[src/rtl/pesr_pkg.sv]
// Shared types and constants of the polyline even spacing resampler.
// No dependencies; imported by every module of the block.
package pesr_pkg;

   localparam int CoordWidth       = 32;
   localparam int RegWidth         = 24;
   localparam int LenInWidth       = 32;
   localparam int MagWidth         = CoordWidth + 1;
   localparam int SqWidth          = 2 * MagWidth;
   localparam int RootWidth        = MagWidth + 1;
   localparam int RadWidth         = 2 * RootWidth;
   localparam int BudgetWidth      = LenInWidth + 2;
   localparam int ProdWidth        = MagWidth + RegWidth;
   localparam int NumWidth         = ProdWidth + 1;
   localparam int DefaultMaxPoints = 64;
   localparam int QueueDepth       = 2;
   localparam int CsrIndexWidth    = 1;

   localparam logic [RegWidth-1:0] SpacingReset = RegWidth'(2560);
   localparam logic [RegWidth-1:0] OffsetReset  = '0;

   typedef enum logic [CsrIndexWidth-1:0] {
      CSR_SPACING = 1'b0,
      CSR_OFFSET  = 1'b1
   } csr_index_type;

   typedef enum logic [1:0] {
      CMD_OPEN = 2'b01,
      CMD_WALK = 2'b10
   } cmd_kind_type;

   typedef struct packed {
      cmd_kind_type                  kind;
      logic                          last;
      logic                          long_enough;
      logic signed [CoordWidth-1:0]  x;
      logic signed [CoordWidth-1:0]  y;
      logic [LenInWidth-1:0]         total;
   } cmd_type;

   typedef struct packed {
      logic    valid;
      cmd_type cmd;
   } queue_head_type;

   typedef struct packed {
      logic [RegWidth-1:0] spacing;
      logic [RegWidth-1:0] offset;
   } cfg_type;

endpackage

[src/rtl/pesr_front.sv]
// Front end: configuration registers, input acceptance and vertex classification.
// Depends on pesr_pkg; feeds pesr_queue.
module pesr_front import pesr_pkg::*; (
   input  logic                         clock,
   input  logic                         reset,
   input  logic                         csr_wr_en,
   input  logic [CsrIndexWidth-1:0]     csr_index,
   input  logic [RegWidth-1:0]          csr_wdata,
   input  logic                         req_valid,
   output logic                         req_ready,
   input  logic signed [CoordWidth-1:0] req_vertex_x,
   input  logic signed [CoordWidth-1:0] req_vertex_y,
   input  logic                         req_first_vertex,
   input  logic                         req_last_vertex,
   input  logic [LenInWidth-1:0]        req_line_length,
   input  logic                         queue_full,
   output logic                         push,
   output cmd_type                      push_cmd,
   output cfg_type                      cfg
);

   logic [RegWidth-1:0] spacing_ff, spacing_in;
   logic [RegWidth-1:0] offset_ff, offset_in;

   always_comb begin
      spacing_in = spacing_ff;
      offset_in  = offset_ff;
      if (csr_wr_en) begin
         case (csr_index)
            CSR_SPACING: spacing_in = csr_wdata;
            CSR_OFFSET:  offset_in  = csr_wdata;
            default: ;
         endcase
      end
   end

   always_ff @(posedge clock) begin
      if (reset) begin
         spacing_ff <= SpacingReset;
         offset_ff  <= OffsetReset;
      end else begin
         spacing_ff <= spacing_in;
         offset_ff  <= offset_in;
      end
   end

   assign cfg.spacing = spacing_ff;
   assign cfg.offset  = offset_ff;

   assign req_ready = !queue_full;
   assign push      = req_valid && !queue_full;

   // A line shorter than the spacing is opened inactive and produces nothing.
   always_comb begin
      push_cmd.kind        = req_first_vertex ? CMD_OPEN : CMD_WALK;
      push_cmd.last        = req_last_vertex;
      push_cmd.long_enough = req_line_length >= LenInWidth'(spacing_ff);
      push_cmd.x           = req_vertex_x;
      push_cmd.y           = req_vertex_y;
      push_cmd.total       = req_line_length;
   end

endmodule

[config.mk]
export PLATFORM = sky130hd
export DESIGN_NAME = pesr_front
export DESIGN_NICKNAME = d
export VERILOG_FILES = /design/src/rtl/pesr_pkg.sv /design/src/rtl/pesr_front.sv
export SDC_FILE = /design/constraint.sdc
export NUM_CORES = 1
export LEC_CHECK = 0
export ABC_AREA = 1
export BUFFER_PORTS_ARGS = -buffer_cell sky130_fd_sc_hd__buf_2
export CAP_MARGIN = 10
export CORE_MARGIN = 10
export CORE_UTILIZATION = 40
export DETAILED_ROUTE_END_ITERATION = 8
export GPL_ROUTABILITY_DRIVEN = 0
export PLACE_DENSITY = 0.87
export SETUP_SLACK_MARGIN = 0.3
export SLEW_MARGIN = 20
export SYNTH_ARGS = -nofsm -noshare
export SYNTH_HDL_FRONTEND = slang
export SYNTH_SLANG_ARGS = --single-unit
[constraint.sdc]
create_clock -name clock -period 2.1 [get_ports clock]
set_clock_uncertainty 0.2 [all_clocks]
set_input_delay 0 -clock clock [delete_from_list [all_inputs] [get_ports clock]]
set_output_delay 0 -clock clock [all_outputs]
set_load 0.03 [all_outputs]
==> results_dict.tcl <==
set metrics [dict create \
    path_clk_slew_ps 100 \
    cts-buffers-inserted 5 \
    syn_avg_cell_area_um2 7.618 \
    cts.htree.levels 2 \
    sequentialPowerShare_pct 36.4 \
    cts_buffer_depth 2 \
    layout-drive-gt1-share_pct 42.65 \
    cpPeakStageDelay_ps 350 \
    grt_max_degree 49 \
    slew_headroom_pct 50.67 \
    drt_first_pass_iters 4 \
    peakVddDrop_mv 0.3524 \
    hold_viol 0 \
    clock.fmax_ghz 0.5196 \
    leakage_nw 2.145 \
    p_sw_share_pct 37.29 \
    clock-sinks 48 \
    path_class "reg -> out" \
    final.period_utilization_pct 91.65 \
    final-setup-viol-count 0 \
    tightestPinTransition_ps 738.8 \
    nNetsFinal 702 \
    synth_seq_area_share_pct 30.99 \
    cts_tree "done" \
    end_kind "primary output" \
    clk_latency_ps 300 \
    syn_nets 559 \
    combPwrFrac_pct 37.7 \
    crit_chain "inv_2 -> ha_4 -> nand2_2 -> nor2_2 -> nand2_1 -> nor2_2 -> nor2_2 -> nand2_2 -> nand2_1 -> nand2_1 -> buf_6" \
    area_growth_pct 45.00 \
    grt_pass1_vias 3569 \
    rsz0062_at_grt "yes" \
    maxCapViolCount 0 \
    synth.most_common_cell "buf_4" \
    viasPerCell 4.890 \
    grt_first_pass_wirelength_mm 18.10 \
    yosysWarnings 0 \
    tns_ps 0 \
    fin_util_pct 58.79 \
    intPower_w 0.001740 \
    period_minus_slack_ps 1925 \
    synthFlopType "dfxtp_1" \
    synthDistinctLibCells 25 \
    run_status "complete, no violations" \
    required_ps 1900 \
    stdcell_count 654 \
    start_util_pct 40.54 \
    min_path_type "in -> out" \
    synthArstFlopShare_pct 0 \
    drc 0 \
    die-area_mm2 0.01167 \
    wirelength_mm 12.44 \
    synth_top_cell_area_share_pct 30.99 \
    whs_ps 69.13 \
    die_y_um 108.0 \
    place_inst 546 \
    cts-root-buf "clkbuf_8" \
    wl_per_cell_um 19.03 \
    port_buffers 147 \
    grt_antenna_before_repair 0 \
    core-area_mm2 0.007647 \
    powerDensity_mw_per_mm2 617.1 \
    ys_seq_elements 48 \
    syn_inst 407 \
    clkPwrFrac_pct 25.9 \
    overflow 0 \
    antenna_left 0 \
    critPathLaunchType "flop" \
    ioPinCount 278 \
    track_usage_pct 19.26 \
    cp_slowest_cell "dfxtp_2" \
    synth-edff-count 0 \
    synth_area_leaders "dfxtp_1 (31%), buf_4 (24%), ha_1 (9.7%), nor2_1 (7.4%), a21oi_1 (4.7%)" \
    synth.largest_area_cell "dfxtp_1" \
    switching_power_w 0.001034 \
    drv_slew 0 \
    drtIter0Drc 136 \
    die_w_um 108.0 \
    dp_hpwl_mm 7.484 \
    fin_total_pwr_w 0.002774 \
    num_rows 32 \
    cp_max_fo 2 \
    arrival_ps 1720 \
    synth.top_cells.by_count "buf_4 (98), nor2_1 (61), dfxtp_1 (48)" \
    synth_area_mm2 0.003100 \
    via_count 3198 \
]
-- power groups by stage --
stage | sequential (W) | combinational, W | clock (W)
after floorplan | 0.00114 | 0.000579 | 0
after global placement | 0.00102 | 0.000638 | 0
after detailed placement | 0.00102 | 0.000657 | 0
after CTS | 0.00101 | 0.000999 | 0.000740
after global routing | 0.00102 | 0.00112 | 0.000762
final | 0.00101 | 0.00105 | 0.000718
-- repair_timing --
| item | CTS | global route |
|---|---|---|
| gates resized for setup | 48 | 25 |
| buffers inserted | 5 | 1 |
| endpoints found under the hold margin | 113 | 0 |
| pin swaps | 19 | 10 |
| endpoints found under the setup margin | 1 | 2 |
| hold buffers | 93 | 0 |
-- flip-flops by register name (all words and copies together) (netlist names) --
name        count
offset_ff      24
spacing_ff     24
-- final cells by class --
class	count	area, um2
Fill cell	639	3152
Inverter	40	160.2
Clock buffer	6	82.58
Sequential cell	48	979.7
Tap cell	102	127.6
Antenna cell	1	2.502
Timing Repair Buffer	247	1725
Multi-Input combinational cell	208	1379
Clock inverter	2	38.79
-- worst max-delay path: cells and delay by family (launching register included) --
kind          cells  cell delay [ps]
simple gates      8              630
flops             1              350
fa+ha+maj         1              260
buf+inv           2              180
-- cell usage in the layout (no fill, tap or decap), drive strengths merged, types with 3 or more instances in the layout --
cell         netlist  routed
a21oi             29      29
buf              105     154
clkbuf             6       6
dfxtp             48      48
dlygate4sd3        0      93
ha                24      24
inv               40      40
nand2             33      33
nor2              62      62
nor3               3       3
o21ai             47      47
-- per-stage QoR --
stage               instance area [um2]  setup slack (ps)
finish                             4496             175.3
global route                       4493             94.67
CTS                                4420             232.2
detailed placement                 3137             404.5
global placement                   3137             420.5
floorplan                          3100             335.3
-- path summary, 6_finish.rpt --
kind | from | endpoint | slack (ps) | cells after the start
worst min register to register | spacing_ff[6]$_SDFFE_PP0P_ | spacing_ff[6]$_SDFFE_PP0P_ | 280 | 2
worst min-delay path | req_first_vertex | push_cmd[98] | 70 | 2
worst max-delay path | spacing_ff[3]$_SDFFE_PP0P_ | push_cmd[96] | 180 | 11
worst max register to register | spacing_ff[0]$_SDFFE_PP0P_ | spacing_ff[0]$_SDFFE_PP0P_ | 700 | 3
-- layer usage --
metal	GRT usage (%)	vias up	routed length [um]
li1	-	1484	-
met1	18.15	1450	4175
met2	36.21	214	6618
met3	5.473	50	1098
met4	11.26	0	551
met5	0	-	0
-- kinds of logic (layout without fill, tap and decap cells) --
logic type / count (synthesis) / after routing / share of synthesized area (%)
fa+ha+maj: 24 / 24 / 9.685
compound gates: 80 / 80 / 13.48
simple gates: 104 / 104 / 14.00
flops: 48 / 48 / 30.99
buf+inv: 151 / 295 / 31.84
other cells: 0 / 1 / 0
Power figures use the tool's default switching activity.
