**src/rtl/pesr_pkg.sv**
```systemverilog
// Shared types and constants of the polyline even spacing resampler.
// No dependencies; imported by every module of the block.
package pesr_pkg;

   localparam int CoordWidth       = 32;
   localparam int RegWidth         = 24;
   localparam int LenInWidth       = 32;
   localparam int MagWidth         = CoordWidth + 1;
   localparam int SqWidth          = 2 * MagWidth;
   localparam int RootWidth        = MagWidth + 1;
   localparam int RadWidth         = 2 * RootWidth;
   localparam int BudgetWidth      = LenInWidth + 2;
   localparam int ProdWidth        = MagWidth + RegWidth;
   localparam int NumWidth         = ProdWidth + 1;
   localparam int DefaultMaxPoints = 64;
   localparam int QueueDepth       = 2;
   localparam int CsrIndexWidth    = 1;

   localparam logic [RegWidth-1:0] SpacingReset = RegWidth'(2560);
   localparam logic [RegWidth-1:0] OffsetReset  = '0;

   typedef enum logic [CsrIndexWidth-1:0] {
      CSR_SPACING = 1'b0,
      CSR_OFFSET  = 1'b1
   } csr_index_type;

   typedef enum logic [1:0] {
      CMD_OPEN = 2'b01,
      CMD_WALK = 2'b10
   } cmd_kind_type;

   typedef struct packed {
      cmd_kind_type                  kind;
      logic                          last;
      logic                          long_enough;
      logic signed [CoordWidth-1:0]  x;
      logic signed [CoordWidth-1:0]  y;
      logic [LenInWidth-1:0]         total;
   } cmd_type;

   typedef struct packed {
      logic    valid;
      cmd_type cmd;
   } queue_head_type;

   typedef struct packed {
      logic [RegWidth-1:0] spacing;
      logic [RegWidth-1:0] offset;
   } cfg_type;

endpackage

```
**src/rtl/pesr_queue.sv**
```systemverilog
// Short command queue between the front end and the segment walker.
// Depends on pesr_pkg.
module pesr_queue import pesr_pkg::*; (
   input  logic           clock,
   input  logic           reset,
   input  logic           push,
   input  cmd_type        push_cmd,
   input  logic           pop,
   output logic           full,
   output queue_head_type head
);

   localparam int PtrW   = (QueueDepth > 1) ? $clog2(QueueDepth) : 1;
   localparam int CountW = $clog2(QueueDepth + 1);

   cmd_type            slot_ff [QueueDepth];
   logic [PtrW-1:0]    wr_ptr_ff, wr_ptr_in;
   logic [PtrW-1:0]    rd_ptr_ff, rd_ptr_in;
   logic [CountW-1:0]  count_ff, count_in;
   logic               do_pop;

   assign full   = count_ff == CountW'(QueueDepth);
   assign do_pop = pop && (count_ff != '0);

   always_comb begin
      wr_ptr_in = wr_ptr_ff;
      rd_ptr_in = rd_ptr_ff;
      count_in  = count_ff;
      if (push) begin
         wr_ptr_in = (wr_ptr_ff == PtrW'(QueueDepth - 1)) ? '0 : wr_ptr_ff + PtrW'(1);
      end
      if (do_pop) begin
         rd_ptr_in = (rd_ptr_ff == PtrW'(QueueDepth - 1)) ? '0 : rd_ptr_ff + PtrW'(1);
      end
      if (push && !do_pop) begin
         count_in = count_ff + CountW'(1);
      end else if (do_pop && !push) begin
         count_in = count_ff - CountW'(1);
      end
   end

   always_ff @(posedge clock) begin
      if (reset) begin
         wr_ptr_ff <= '0;
         rd_ptr_ff <= '0;
         count_ff  <= '0;
      end else begin
         wr_ptr_ff <= wr_ptr_in;
         rd_ptr_ff <= rd_ptr_in;
         count_ff  <= count_in;
      end
   end

   always_ff @(posedge clock) begin
      if (push) begin
         slot_ff[wr_ptr_ff] <= push_cmd;
      end
   end

   assign head.valid = count_ff != '0;
   assign head.cmd   = slot_ff[rd_ptr_ff];

endmodule

```
**config.mk**
```make
export PLATFORM = sky130hd
export DESIGN_NAME = pesr_queue
export DESIGN_NICKNAME = d
export VERILOG_FILES = /design/src/rtl/pesr_pkg.sv /design/src/rtl/pesr_queue.sv
export SDC_FILE = /design/constraint.sdc
export NUM_CORES = 1
export LEC_CHECK = 0
export BUFFER_PORTS_ARGS = -buffer_cell sky130_fd_sc_hd__buf_2
export CORE_MARGIN = 2
export CORE_UTILIZATION = 58
export CTS_BUF_LIST = sky130_fd_sc_hd__clkbuf_4 sky130_fd_sc_hd__clkbuf_8
export DETAILED_ROUTE_END_ITERATION = 8
export GPL_ROUTABILITY_DRIVEN = 0
export PLACE_DENSITY_LB_ADDON = 0.1
export SKIP_CTS_REPAIR_TIMING = 1
export SYNTH_ARGS = -nofsm -noshare
export SYNTH_HDL_FRONTEND = slang
export SYNTH_SLANG_ARGS = --single-unit
```
**constraint.sdc**
```tcl
create_clock -name clock -period 13.94 [get_ports clock]
set_clock_uncertainty 0.2 [all_clocks]
set_input_delay 0.697 -clock clock [delete_from_list [all_inputs] [get_ports clock]]
set_output_delay 0.697 -clock clock [all_outputs]
set_load 0.02 [all_outputs]
```
==> results by group, run 1 <==
Timing
  • Setup violators final: 0
  • Tmin final: roughly 3.5 ns
  • RSZ-0062 raised after global routing: no
  • Max Transition Viols Final: 0
  • FMAX: 288 MHz
  • Setup TNS: 0 ns
  • Max_slew headroom: 25.2%
  • Hold Violations, Final: 0
  • Fin crit share: between 20% and 30%
  • Worst-Margin Slew: around 1.1 ns

Detailed routing
  • DRC Markers: 0
  • Avg WL per Cell: ~17 um
  • Routed vias: 3837
  • Detailed Routing Iterations Pass 1: 4
  • DR vias/cell: 5.06
  • DRT iter0 DRCs: 207
  • Final ANT Viol Nets: 0
  • Routed wire length: 13000 um

Power and ir drop
  • Power Density: approximately 170 nW/um2
  • Psw: around 460 uW
  • Sequential share of power: between 40% and 50%
  • Peak supply drop: 0.147 mV
  • Clock share of power: 28.8%
  • Switching Fraction: 28.6%
  • P_leak: 0.00350 uW
  • Comb pwr share: 24.0%
  • Internal power: 1150 uW

Yosys
  • Seq cells post-synth: 205
  • Gate count of the mapped netlist: 333
  • Cell variety after synth: 16
  • Syn_nets: 438
  • Synthesized area per cell: ~22 um2
  • Sequential-to-total area share from yosys stat: 81.8%
  • Post-Syn Area: 7460 um2
  • Number of synthesis warnings: 0

Floorplanning
  • Boundary Pins: around 210
  • Die area: between 10000 and 15000 um2
  • Die width: 117 um
  • Row Count: 41
  • Die height: 117 um
  • Starting density of the core: 59.4%
  • Core Region: 12600 um2

Hold path
  • Min-Delay Endpoint: slot_ff[1][31]$_DFFE_PP_
  • Hold path startpoint: push_cmd[31]
  • Worst Hold Class: in -> reg
  • Hold Path Depth: 1

Critical path
  • R2r setup slk: about 11 ns
  • FF-to-FF End: slot_ff[0][53]$_DFFE_PP_
  • Critical path capture point type: primary output
  • Crit-path max FO: 51
  • CP Class: reg -> out
  • R2r startpoint: wr_ptr_ff$_SDFFE_PP0P_
  • Worst path max stage delay: about 0.8 ns
  • Worst Path Arrival: ~2.6 ns
  • Crit-path leading delay family: buffers and inverters
  • Critical-path cell list: buf_4 -> mux2_2 -> buf_2
  • CP startpoint kind: flop
  • Crit path buffers/inverters: 2
  • CP max stage cell: dfxtp_4
  • Reg2Reg Depth: 2
  • Worst EP required: roughly 13 ns

Final layout
  • Filler cells: around 790
  • Synth-to-layout area growth: 23.7%
  • Share of cells above drive strength 1: 62.2%
  • Nets: ~670
  • Layout Utilization: around three quarters

Status
  • Status: finished, final reports clean

Clocking
  • Skew-Pair Late Insertion Delay: 0.51 ns
  • CTS tree: done
  • H-tree levels: 1
  • Clk sinks: 205
  • Clock tree buffer depth: 3
  • Clock-pin slew on the worst setup and hold paths: 0.06 ns
  • CTS buffer count: 31
  • Root Driver: clkbuf_8

Placed design
  • Buffers added on ports: 205
  • Final HPWL DP: between 8000 and 9000 um

GRT
  • Initial antenna violation count: 1
  • GRT overflow: 0
  • Vias in the first global route: roughly 4100
  • GRT Resource Usage Total: 18.5%
  • First-pass GRT wire length: 20200 um
  • Largest net degree at the start of global routing: 64

Job
  • Max-Cap Viols: 0
## worst max-delay path by stage
stage,from,endpoint,slack (ns),depth (start not counted)
after global routing,flop,head[53],10.27,3
after floorplan,push,slot_ff[0][0]$_DFFE_PP_,8.12,1
after detailed placement,push,slot_ff[0][10]$_DFFE_PP_,10.71,3
after CTS,flop,head[12],10.40,3
after global placement,push,slot_ff[0][21]$_DFFE_PP_,10.72,3
final,flop,head[53],10.47,3
## metrics by stage
stage / instance area (um2) / cells / hold slack [ns] / power (uW) / setup slack (ns)
6_report: 9230 / 758 / 0.158 / 1610 / 10.47
5_1_grt: 9230 / 758 / 0.119 / 1680 / 10.27
4_1_cts: 9230 / 757 / 0.123 / 1630 / 10.40
3_5_place_dp: 8620 / 702 / 0.288 / 1160 / 10.71
3_3_place_gp: 8620 / 702 / 0.283 / 1160 / 10.72
2_1_floorplan: 7460 / 333 / 0.266 / 1060 / 8.12
## power groups by stage
| stage | sequential [uW] | clock, uW | combinational (uW) |
|---|---|---|---|
| 2_1_floorplan | 749 | 0 | 312 |
| 3_3_place_gp | 770 | 0 | 386 |
| 3_5_place_dp | 773 | 0 | 388 |
| 4_1_cts | 761 | 476 | 390 |
| 5_1_grt | 767 | 502 | 409 |
| 6_report | 759 | 464 | 385 |
## synthesized netlist by cell type, drive strengths merged
master	number	area, um2
edfxtp	200	6010
mux2	100	1130
buf	11	120
dfxtp	5	100
nor2	4	15.0
xor2	3	26.3
o21ai	2	10.0
a21oi	1	5.00
and2	1	6.26
and2b	1	8.76
ha	1	12.5
nor2b	1	6.26
or2	1	6.26
or3	1	6.26
xnor2	1	8.76
## cell usage in the layout (no fill, tap or decap), drive strengths merged, types with 2 or more instances in the layout
cell type | netlist | final
clkinv | 0 | 11
buf | 11 | 208
clkbuf | 0 | 44
xor2 | 3 | 3
dfxtp | 5 | 5
o21ai | 2 | 2
nor2 | 4 | 4
mux2 | 100 | 100
edfxtp | 200 | 200
## state kept, by name, indices dropped and copies added (netlist names), named ones only
signal,flops
count_ff,2
rd_ptr_ff,1
slot_ff,200
wr_ptr_ff,1
## metal layers
layer  GRT usage [%]  share of wire [%]  wire, um  vias to the layer above
met2            31.5                 50      6480                      157
met3            5.93                8.8      1140                       27
met1            22.6                 39      5040                     1859
met4            6.40                2.3       303                        0
met5               0                  0         0                        -
li1                -                  -         -                     1794
## cells by family (layout without fill, tap and decap cells)
kind of cell	Yosys count	count (layout)	share of synthesized area [%]
multiplexers	100	100	15.1
buffers and inverters	11	263	1.61
XOR/XNOR	4	4	0.469
adder cells (fa/ha/maj)	1	1	0.168
AND/OR/NAND/NOR	9	9	0.654
flip-flops	205	205	81.8
other	0	1	0
AO/OA/AOI/OAI	3	3	0.201
## area by class of cell
type / instances / area (um2) / share of cell area, %
repair buffers: 208 / 1050 / 11.4
flip-flops and latches: 205 / 6110 / 66.2
multi-input cells: 117 / 1250 / 13.5
clock buffers: 44 / 556 / 6.02
diodes: 1 / 2.50 / 0.0271
clock inverters: 11 / 50.0 / 0.542
well taps: 172 / 215 / 2.33
No activity file was read; power rests on OpenSTA's default activity.
==> run 2: changes to the inputs <==
Settings changed: CORE_UTILIZATION 58 to 54.
Clock period 13.94 ns to 3.5 ns, I/O delays scaled along.
==> results by group, run 2 (same netlist as run 1, synthesis figures left out) <==
Detailed routing
  • Routed vias: 4217 (was 3837)
  • Routed wire length: 14700 um (was 13000 um)
  • Detailed Routing Iterations Pass 1: 4 (unchanged)
  • DRC Markers: 0 (unchanged)
  • Final ANT Viol Nets: 0 (unchanged)
  • DR vias/cell: 4.85 (was 5.06)
  • DRT iter0 DRCs: 223 (was 207)
  • Avg WL per Cell: 17.0 um (was 17.1 um)

Floorplanning
  • Die area: 14800 um2 (was 13800 um2)
  • Starting density of the core: 55.9% (was 59.4%)
  • Die height: 122 um (was 117 um)
  • Core Region: 13300 um2 (was 12600 um2)
  • Boundary Pins: 206 (unchanged)
  • Die width: 122 um (was 117 um)
  • Row Count: 42 (was 41)

GRT
  • First-pass GRT wire length: 19400 um (was 20200 um)
  • Initial antenna violation count: 1 (unchanged)
  • Met3 Use GR: 6.60% (was 5.93%)
  • Met1 Use GR: 19.2% (was 22.6%)
  • GRT Resource Usage Total: 17.2% (was 18.5%)
  • Grt peak-use layer: met2 (unchanged)
  • Met2 Resource Use GR: 30.3% (was 31.5%)
  • Vias in the first global route: 4043 (was 4139)
  • Largest net degree at the start of global routing: 57 (was 64)
  • GRT overflow: 0 (unchanged)

Clocking
  • CTS tree: done (unchanged)
  • Clock-pin slew on the worst setup and hold paths: 0.06 ns (about the same)
  • Clock tree buffer depth: 3 (unchanged)
  • CTS buffer count: 31 (unchanged)
  • H-tree levels: 1 (unchanged)
  • Root Driver: clkbuf_8 (unchanged)
  • Skew-Pair Late Insertion Delay: 0.53 ns (was 0.51 ns)
  • Clk sinks: 205 (unchanged)

Hold path
  • Worst Hold Class: in -> reg (unchanged)

Final layout
  • Max reg flops: 200 (unchanged)
  • Most common cell after layout, fill and taps aside: buf_2 (unchanged)
  • Layout Utilization: 77.4% (was 73.4%)
  • Share of cells above drive strength 1: 53.2% (was 62.2%)
  • Biggest registers after layout: slot_ff: 200 flops, count_ff: 2 flops (unchanged)
  • Synth-to-layout area growth: 38.4% (was 23.7%)
  • Reg with most FFs: slot_ff (unchanged)
  • Nets: 773 (was 668)
  • Most frequent cells in the layout: buf_2 (205), edfxtp_1 (200), dlygate4sd3_1 (103) (was buf_2 (205), edfxtp_1 (200), mux2_2 (100))
  • Filler cells: 781 (was 793)

Status
  • Status: finished, final reports clean (unchanged)

Placed design
  • Final HPWL DP: 8700 um (was 8140 um)
  • Place WS: 1.41 ns (was 10.71 ns)
  • Buffers added on ports: 205 (unchanged)

Timing
  • Tmin final: 2.60 ns
  • Setup violators final: 0 (unchanged)
  • RSZ-0062 raised after global routing: no (unchanged)
  • Hold Violations, Final: 0 (unchanged)
  • Max Transition Viols Final: 0 (unchanged)
  • Worst-Margin Slew: 0.847 ns (was 1.12 ns)
  • Worst Setup Slack, final: 0.898 ns (was 10.47 ns)
  • FMAX: 384 MHz
  • Setup TNS: 0 ns (unchanged)
  • Fin crit share: 74.4%
  • Max_slew headroom: 43.4% (was 25.2%)

Power and ir drop
  • Peak supply drop: 0.520 mV (was 0.147 mV)
  • Total power after layout: 6580 uW (was 1610 uW)
  • P_leak: 0.00395 uW (was 0.00350 uW)
  • Power Density: 637 nW/um2 (was 174 nW/um2)

Critical path
  • Critical path capture point type: primary output (unchanged)
  • Crit-path max FO: 47 (was 51)
  • CP startpoint kind: flop (unchanged)
  • Worst Path Arrival: 2.23 ns (was 2.57 ns)
  • CP Class: reg -> out (unchanged)
  • Worst EP required: 3.12 ns (was 13.04 ns)

Job
  • Max-Cap Viols: 0 (unchanged)
-- run 2: metrics by stage --
step	instance area (um2)	instances	hold slack, ns
detailed placement	8680	708	0.166
floorplan	7470	333	0.0441
CTS	9300	765	-0.410
finish	10300	869	0.159
global route	10300	868	0.141
global placement	8680	708	0.162
-- run 2: worst max-delay path, stage by stage, from the launching register on --
cell	delay, ns
dfxtp_4	0.77
buf_4	0.37
mux2_2	0.38
buf_2	0.16
-- run 2: path summary, 6_finish.rpt --
check	cells past startpoint	startpoint	end	slack (ns)
max	3	flop	head[78]	0.90
min	2	push_cmd[23]	slot_ff[0][23]$_DFFE_PP_	0.16
max reg2reg	2	wr_ptr_ff$_SDFFE_PP0P_	slot_ff[1][18]$_DFFE_PP_	1.50
min reg2reg	2	count_ff[1]$_SDFFE_PP0P_	count_ff[1]$_SDFFE_PP0P_	0.33
-- run 2: routing by layer --
layer	part of all wire, %	vias up
li1	-	2002
met1	39	2036
met2	52	148
met3	6.6	31
met4	2.0	0
met5	0	-
-- run 2: cell type report --
class | count | area (um2) | share of cell area [%]
flip-flops and latches | 205 | 6110 | 59.1
repair buffers | 313 | 2130 | 20.6
multi-input cells | 117 | 1250 | 12.1
clock buffers | 50 | 588 | 5.69
well taps | 176 | 220 | 2.13
clock inverters | 7 | 30.0 | 0.291
diodes | 1 | 2.50 | 0.0242
-- run 2: power by group --
group	leakage [uW]	internal, uW	switching, uW
sequential	0.00192	2880	138
clock	0.000336	1060	826
combinational	0.00170	771	902
